`src/design/kps_pkg.sv`:
```
// shared types, constants and helper functions for the matrix keypad scanner
package kps_pkg;

   localparam int MAX_ROWS = 4;
   localparam int MAX_COLS = 4;
   localparam int ROW_W = 4;
   localparam int COL_W = 4;
   localparam int CNT_W = 3;
   localparam int TICK_W = 8;
   localparam int CODE_W = 8;
   localparam int MAP_W = 64;
   localparam int CSR_IDX_W = 3;
   localparam int CSR_DATA_W = 64;
   localparam int ROW_IDX_W = 2;
   localparam int KEY_IDX_W = 5;

   localparam logic [CNT_W-1:0] ROWS_RESET = CNT_W'(4);
   localparam logic [CNT_W-1:0] COLS_RESET = CNT_W'(4);
   localparam logic [TICK_W-1:0] DEBOUNCE_RESET = TICK_W'(20);

   typedef enum logic [CSR_IDX_W-1:0] {
      CSR_NUM_ROWS = 3'd0,
      CSR_NUM_COLS = 3'd1,
      CSR_DEBOUNCE = 3'd2,
      CSR_KEYMAP_LO = 3'd3,
      CSR_KEYMAP_HI = 3'd4
   } csr_idx_type;

   typedef enum logic [2:0] {
      PH_RELEASE = 3'd0,
      PH_PRESS = 3'd1,
      PH_DEBOUNCE = 3'd2,
      PH_CONFIRM = 3'd3,
      PH_SCAN = 3'd4
   } phase_type;

   typedef struct packed {
      logic [CNT_W-1:0] num_rows;
      logic [CNT_W-1:0] num_cols;
      logic [TICK_W-1:0] debounce_ticks;
      logic [2*MAP_W-1:0] keymap;
   } cfg_type;

   typedef struct packed {
      logic [ROW_W-1:0] row_drive;
      logic key_ready;
      logic [CODE_W-1:0] key_code;
   } res_type;

   // zero acts as one, anything above the maximum acts as the maximum
   function automatic logic [CNT_W-1:0] clamp_count(input logic [CNT_W-1:0] v,
                                                    input logic [CNT_W-1:0] maxv);
      logic [CNT_W-1:0] r;
      if (v == '0) begin
         r = CNT_W'(1);
      end else if (v > maxv) begin
         r = maxv;
      end else begin
         r = v;
      end
      return r;
   endfunction

   function automatic logic [ROW_IDX_W-1:0] lowest_bit(input logic [COL_W-1:0] m);
      logic [ROW_IDX_W-1:0] r;
      r = '0;
      for (int i = COL_W - 1; i >= 0; i--) begin
         if (m[i]) begin
            r = ROW_IDX_W'(i);
         end
      end
      return r;
   endfunction

   function automatic logic [ROW_W-1:0] drive_one(input logic [ROW_IDX_W-1:0] r);
      return ~(ROW_W'(1) << r);
   endfunction

endpackage

```
`src/design/kps_ctrl.sv`:
```
// scan state machine: release wait, press detect, debounce, confirm and row scan
module kps_ctrl
   import kps_pkg::*;
(
   input  logic clock,
   input  logic reset,
   input  logic step,
   input  logic [COL_W-1:0] col_levels,
   input  cfg_type cfg,
   output res_type result
);

   phase_type phase_ff, phase_in;
   logic [TICK_W-1:0] tick_ff, tick_in;
   logic [ROW_IDX_W-1:0] row_ff, row_in;

   logic [CNT_W-1:0] nr, nc;
   logic [COL_W-1:0] active_cols, lows;
   logic [ROW_W-1:0] active_rows, drive_all;
   logic any_low, row_hit, row_more;
   logic [ROW_IDX_W-1:0] row_next, low_col;
   logic [KEY_IDX_W-1:0] key_idx;
   logic [CODE_W-1:0] key_byte;
   logic [TICK_W-1:0] tick_dec;

   assign nr = clamp_count(cfg.num_rows, CNT_W'(MAX_ROWS));
   assign nc = clamp_count(cfg.num_cols, CNT_W'(MAX_COLS));
   assign active_cols = COL_W'((5'd1 << nc) - 5'd1);
   assign active_rows = ROW_W'((5'd1 << nr) - 5'd1);
   assign lows = ~col_levels & active_cols;
   assign any_low = (lows != '0);
   assign drive_all = ~active_rows;
   assign row_hit = (CNT_W'(row_ff) < nr) && any_low;
   assign row_more = (CNT_W'(row_ff) + CNT_W'(1)) < nr;
   assign row_next = row_ff + ROW_IDX_W'(1);
   assign low_col = lowest_bit(lows);
   assign key_idx = KEY_IDX_W'(nc) * KEY_IDX_W'(row_ff) + KEY_IDX_W'(low_col);
   assign key_byte = (key_idx < KEY_IDX_W'(16)) ?
                     cfg.keymap[{key_idx[3:0], 3'b000} +: CODE_W] : '0;
   assign tick_dec = (tick_ff != '0) ? tick_ff - TICK_W'(1) : '0;

   // next state
   always_comb begin
      phase_in = phase_ff;
      tick_in = tick_ff;
      row_in = row_ff;
      unique case (phase_ff)
         PH_PRESS: begin
            if (any_low) begin
               if (cfg.debounce_ticks == '0) begin
                  phase_in = PH_CONFIRM;
               end else begin
                  tick_in = cfg.debounce_ticks;
                  phase_in = PH_DEBOUNCE;
               end
            end
         end
         PH_DEBOUNCE: begin
            tick_in = tick_dec;
            if (tick_dec == '0) begin
               phase_in = PH_CONFIRM;
            end
         end
         PH_CONFIRM: begin
            if (any_low) begin
               row_in = '0;
               phase_in = PH_SCAN;
            end else begin
               phase_in = PH_PRESS;
            end
         end
         PH_SCAN: begin
            if (row_hit) begin
               phase_in = PH_RELEASE;
            end else if (row_more) begin
               row_in = row_next;
            end else begin
               phase_in = PH_RELEASE;
            end
         end
         default: begin
            phase_in = any_low ? PH_RELEASE : PH_PRESS;
         end
      endcase
   end

   // outputs
   always_comb begin
      result.row_drive = drive_all;
      result.key_ready = 1'b0;
      result.key_code = '0;
      unique case (phase_ff)
         PH_CONFIRM: begin
            if (any_low) begin
               result.row_drive = drive_one('0);
            end
         end
         PH_SCAN: begin
            if (row_hit) begin
               result.key_ready = 1'b1;
               result.key_code = key_byte;
            end else if (row_more) begin
               result.row_drive = drive_one(row_next);
            end else begin
               result.key_ready = 1'b1;
            end
         end
         default: begin
         end
      endcase
   end

   always_ff @(posedge clock) begin
      if (reset) begin
         phase_ff <= PH_RELEASE;
         tick_ff <= '0;
         row_ff <= '0;
      end else if (step) begin
         phase_ff <= phase_in;
         tick_ff <= tick_in;
         row_ff <= row_in;
      end
   end

endmodule

```
`src/design/matrix_keypad_scanner.sv`:
```
// top level: configuration registers, input register, scan control and result register
//
// Matrix keypad scanner with debounce. Each item on the req_ channel is one
// column sample taken under the row drive of the previous result; every item
// gives exactly one result on the rsp_ channel, carrying the row drive for the
// next sample and, when a scan ends, key_ready with the keymap byte (0 if no
// key was found). An item passes an input register and one step of the scan
// state machine into the result register, from which it shows on the rsp_ ports;
// one item is accepted every cycle while the result side keeps up. Configuration
// is written through csr_write/csr_index/csr_wdata by the user, who must do so
// only while no item is in flight, as the block does not enforce it; it then
// applies from the next item.
module matrix_keypad_scanner
   import kps_pkg::*;
(
   input  logic clock,
   input  logic reset,
   input  logic req_valid,
   output logic req_stall,
   input  logic [COL_W-1:0] req_col_levels,
   output logic rsp_valid,
   input  logic rsp_stall,
   output logic [ROW_W-1:0] rsp_row_drive,
   output logic rsp_key_ready,
   output logic [CODE_W-1:0] rsp_key_code,
   input  logic csr_write,
   input  logic [CSR_IDX_W-1:0] csr_index,
   input  logic [CSR_DATA_W-1:0] csr_wdata
);

   cfg_type cfg_ff;
   logic in_valid_ff, in_valid_in;
   logic [COL_W-1:0] in_col_ff;
   logic out_valid_ff, out_valid_in;
   res_type out_ff;
   res_type step_res;
   logic advance, accept;

   assign advance = in_valid_ff && (!out_valid_ff || !rsp_stall);
   assign req_stall = in_valid_ff && !advance;
   assign accept = req_valid && !req_stall;
   assign in_valid_in = accept || (in_valid_ff && !advance);
   assign out_valid_in = advance || (out_valid_ff && rsp_stall);

   kps_ctrl u_ctrl (
      .clock(clock),
      .reset(reset),
      .step(advance),
      .col_levels(in_col_ff),
      .cfg(cfg_ff),
      .result(step_res)
   );

   always_ff @(posedge clock) begin
      if (reset) begin
         cfg_ff.num_rows <= ROWS_RESET;
         cfg_ff.num_cols <= COLS_RESET;
         cfg_ff.debounce_ticks <= DEBOUNCE_RESET;
         cfg_ff.keymap <= '0;
      end else if (csr_write) begin
         unique case (csr_index)
            CSR_NUM_ROWS:  cfg_ff.num_rows <= csr_wdata[CNT_W-1:0];
            CSR_NUM_COLS:  cfg_ff.num_cols <= csr_wdata[CNT_W-1:0];
            CSR_DEBOUNCE:  cfg_ff.debounce_ticks <= csr_wdata[TICK_W-1:0];
            CSR_KEYMAP_LO: cfg_ff.keymap[MAP_W-1:0] <= csr_wdata[MAP_W-1:0];
            CSR_KEYMAP_HI: cfg_ff.keymap[2*MAP_W-1:MAP_W] <= csr_wdata[MAP_W-1:0];
            default: begin
            end
         endcase
      end
   end

   always_ff @(posedge clock) begin
      if (reset) begin
         in_valid_ff <= 1'b0;
         out_valid_ff <= 1'b0;
      end else begin
         in_valid_ff <= in_valid_in;
         out_valid_ff <= out_valid_in;
      end
   end

   always_ff @(posedge clock) begin
      if (accept) begin
         in_col_ff <= req_col_levels;
      end
      if (advance) begin
         out_ff <= step_res;
      end
   end

   assign rsp_valid = out_valid_ff;
   assign rsp_row_drive = out_ff.row_drive;
   assign rsp_key_ready = out_ff.key_ready;
   assign rsp_key_code = out_ff.key_code;

endmodule

```
`config.mk`:
```
export PLATFORM = sky130hd
export DESIGN_NAME = matrix_keypad_scanner
export DESIGN_NICKNAME = d
export VERILOG_FILES = /design/src/design/kps_pkg.sv /design/src/design/kps_ctrl.sv /design/src/design/matrix_keypad_scanner.sv
export SDC_FILE = /design/constraint.sdc
export NUM_CORES = 1
export LEC_CHECK = 0
export BUFFER_PORTS_ARGS = -buffer_cell sky130_fd_sc_hd__buf_2
export CAP_MARGIN = 5
export CORE_AREA = 2 2 137 139
export CTS_CLUSTER_DIAMETER = 60
export DETAILED_ROUTE_END_ITERATION = 6
export DIE_AREA = 0 0 139 141
export PLACE_DENSITY = 0.71
export SYNTH_ARGS = -nofsm -noshare
export SYNTH_HDL_FRONTEND = slang
export SYNTH_HIERARCHICAL = 1
export SYNTH_SLANG_ARGS = --single-unit
```
`constraint.sdc`:
```
create_clock -name clock -period 3.8 [get_ports clock]
set_input_delay 0.19 -clock clock [delete_from_list [all_inputs] [get_ports clock]]
set_output_delay 0.19 -clock clock [all_outputs]
set_load 0.02 [all_outputs]
```
==> flow_summary.json <==
{
  "status": "completed",
  "detail_route.drc_violations": 0,
  "dr.pass1.iters": 5,
  "worst-r2r-cell-count": 11,
  "cp_cell_sequence": "a21bo_2 > nand2_1 > nand3_1 > fa_1 > inv_1 > ha_1 > fa_1 > xor2_1 > buf_4 > mux4_1 > nor2b_1",
  "post-dp-hpwl_um": 15300,
  "final_antenna_net_count": 0,
  "areaGrowthSynthToFinish_pct": 13.04,
  "hold_path.startpoint": "req_valid",
  "hold_path_end": "in_valid_ff",
  "tightest_slew_ns": 0.9589,
  "synth.area.top_cells": "dfxtp_1, mux2i_1, nand2b_1, mux4_2, edfxtp_1",
  "fin_crit_sh_pct": 91.45,
  "floorplan.io_pins": 91,
  "io_buf_count": 90,
  "wl_per_cell_um": 18.81,
  "synth_cell_type_count": 63,
  "cell_with_the_largest_stage_delay_on_the_worst_path": "mux4_1",
  "pwr_density_cell_nw_per_um2": 390.2,
  "timing.critical_path.slowest_cell_delay_ns": 0.55,
  "reg2reg_slack_ns": 0.32,
  "holdPathStages": 3,
  "grt_pass1_vias": 6145,
  "clkTransAtPathRegs_ns": 0.07,
  "regToRegEndpoint": "rsp_key_code[3]",
  "timing.critical_path.mode_cell": "fa_1",
  "initial_core_util_pct": 48.90,
  "rsz0062_at_grt": "no",
  "final-seq-area_um2": 3654,
  "nFillCells": 1591,
  "yosys_warnings": 6,
  "setup_violations": 0,
  "drtIter0Drc": 429,
  "clock-skew-final_ns": 0.01244,
  "synth-seq-cells": 174,
  "n_antenna_cell": 0,
  "netlist.top_cell.by_area": "dfxtp_1",
  "endpoint_kind": "flip-flop",
  "post_synth_inst_count": 822,
  "tritoncts": "done",
  "slew_violations": 0,
  "setup.worst_path.start_class": "flip-flop",
  "synth.cell_area_um2": 8934,
  "fmaxAchievable_ghz": 0.2878,
  "vias": 6251,
  "post-route-util_pct": 55.28,
  "finalNetCount": 976,
  "die_span_in_x_um": 139,
  "yosys.cell_count.top_type": "nand2b_1",
  "critical_path.max_fanout": 10,
  "critPathBufInv": 2,
  "clk_root_buffer_cell": "clkbuf_16",
  "synthArstFlopShare_pct": 0,
  "global_route_total_usage_across_every_layer_pct": 22.34,
  "grt_pass1_wl_um": 34050,
  "static_leakage_nw": 4.178,
  "largest_net_degree_at_the_start_of_global_routing": 94,
  "clk_latency_ns": 0.44,
  "vias_per_cell": 5.517,
  "coreArea_um2": 18270,
  "vdd.ir_drop.worst_uv": 334.0,
  "rows": 50,
  "yosys-top-cells-count": "nand2b_1, dfxtp_1, mux2i_1",
  "antenna_found_initial": 0,
  "synth_ff_type": "dfxtp_1",
  "post-synth-top-area-fraction_pct": 35.18,
  "final.setup.tns_ns": 0,
  "synth_nets": 912,
  "crit_arrival_ns": 3.65,
  "maxSlewHeadroom_pct": 35.73,
  "area_of_the_multi_input_gates_um2": 4951,
  "crit_required_ns": 3.98,
  "design.die.area_um2": 19600,
  "final_hold_viol_count": 0,
  "drive_gt1_share_pct": 20.02,
  "timing.setup.critical_path_class": "flip-flop to flip-flop",
  "cts_sinks": 174,
  "synth.yosys.seq_area_share_pct": 40.90,
  "cp_top_family": "adder cells",
  "cts-buffers-inserted": 17,
  "post_synth.cell_area_avg_um2": 10.87,
  "min_path_type": "primary input to flip-flop",
  "grt_overflow_total": 0,
  "cts.htree.levels": 4,
  "routabilityCongestion": 0.8681,
  "timing.final.crit_period_ns": 3.475,
  "dieHeight_um": 141,
  "timing.max_cap.violations": 0,
  "clockBufferDepth": 2,
  "routed_wl_um": 21320,
  "number_of_flops_mapped_to_enable_cells_by_yosys": 17,
  "post_cts.repair.setup_buffers": 0,
  "reg2reg_from": "cfg_ff[138]"
}
==> sequential cells by signal (all words and copies together) (netlist names) <==
name	count
in_col_ff	4
rsp_key_code	8
u_ctrl/phase_ff	3
rsp_row_drive	4
in_valid_ff	1
u_ctrl/row_ff	2
u_ctrl/tick_ff	8
rsp_key_ready	1
cfg_ff	142
rsp_valid	1
==> through the flow <==
step	setup slack [ns]	power, W	instances	area, µm²	hold WS (ns)
6_report	0.3248	0.003940	1133	10100	0.01288
5_1_grt	0.1707	0.004078	1133	10100	0.03529
4_1_cts	0.3407	0.003970	1133	10100	0.005315
3_5_place_dp	0.3788	0.002288	1097	9492	0.3940
3_3_place_gp	0.4039	0.002284	1097	9492	0.4044
2_1_floorplan	0.2224	0.002174	822	8934	0.2621
==> worst max path at each step <==
stage | startpoint | depth (start not counted) | slack (ns) | to
5_1_grt | cfg_ff[138] | 11 | 0.17 | rsp_key_code[3]
6_report | cfg_ff[138] | 11 | 0.32 | rsp_key_code[3]
4_1_cts | cfg_ff[138] | 11 | 0.34 | rsp_key_code[3]
2_1_floorplan | cfg_ff[138] | 10 | 0.22 | rsp_key_code[3]
3_5_place_dp | cfg_ff[138] | 11 | 0.38 | rsp_key_code[3]
3_3_place_gp | cfg_ff[138] | 11 | 0.40 | rsp_key_code[3]
==> placed cells by master (no fill, tap or decap), types with 3 or more instances in the layout <==
master | netlist | routed
a211o_1 | 3 | 3
a211oi_1 | 6 | 6
a21o_1 | 4 | 4
a21oi_1 | 13 | 13
a2bb2oi_1 | 3 | 3
a31oi_1 | 4 | 4
buf_2 | 11 | 89
buf_4 | 9 | 9
clkbuf_16 | 0 | 17
dfxtp_1 | 157 | 157
dlygate4sd3_1 | 0 | 4
edfxtp_1 | 17 | 17
ha_1 | 12 | 11
inv_1 | 11 | 11
inv_6 | 0 | 9
inv_8 | 0 | 3
mux2i_1 | 145 | 145
mux4_1 | 3 | 3
mux4_2 | 37 | 37
nand2_1 | 17 | 17
nand2b_1 | 210 | 210
nand3_1 | 7 | 7
nand3b_1 | 5 | 5
nand4_1 | 3 | 3
nor2_1 | 27 | 27
nor2b_1 | 12 | 12
nor3_1 | 3 | 3
nor3b_1 | 5 | 5
o21ai_0 | 8 | 8
o31ai_1 | 3 | 3
or4b_1 | 3 | 3
==> metal layers <==
metal | up-vias | share of wire, % | global-route usage, %
met5 | - | 0 | 0
met4 | 0 | 2.2 | 7.815
met3 | 30 | 5.1 | 5.401
met2 | 172 | 47 | 35.96
met1 | 3013 | 46 | 29.65
li1 | 3036 | - | -
==> worst register-to-register path, cell delays in order, from the launching register on <==
cell and delay [ns]:
dfxtp_1 0.48, a21bo_2 0.29, nand2_1 0.07, nand3_1 0.09, fa_1 0.50, inv_1 0.05
ha_1 0.22, fa_1 0.38, xor2_1 0.22, buf_4 0.22, mux4_1 0.56, nor2b_1 0.14
==> what timing repair did <==
item                                   4_1_cts  5_1_grt
endpoints found under the hold margin        4        0
hold buffers                                 4        0
gates resized for setup                      0        0
==> cells by family (layout without fill, tap and decap cells) <==
kind of cell	after synthesis	after routing	share of synthesized area, %
AND/OR/NAND/NOR	314	314	21.39
multiplexers	185	185	26.46
flip-flops	174	174	40.90
buffers and inverters	70	147	3.977
AO/OA/AOI/OAI	62	62	4.860
adder cells (fa/ha/maj)	14	14	2.129
XOR/XNOR	3	3	0.2942
==> final cells by class <==
cell class | instances | area share [%]
Multi-Input combinational cell | 578 | 49.03
Sequential cell | 174 | 36.18
Timing Repair Buffer | 104 | 5.873
Clock buffer | 17 | 4.213
Tap cell | 234 | 2.899
Clock inverter | 15 | 1.400
Inverter | 11 | 0.4089
==> power by group <==
group / switching, W / total, W / internal [W]
combinational: 0.000164 / 0.000323 / 0.000160
clock: 0.000820 / 0.00169 / 0.000872
sequential: 0.0000311 / 0.00192 / 0.00189
total: 0.00101 / 0.00394 / 0.00293
(Power assumes the default switching activity.)
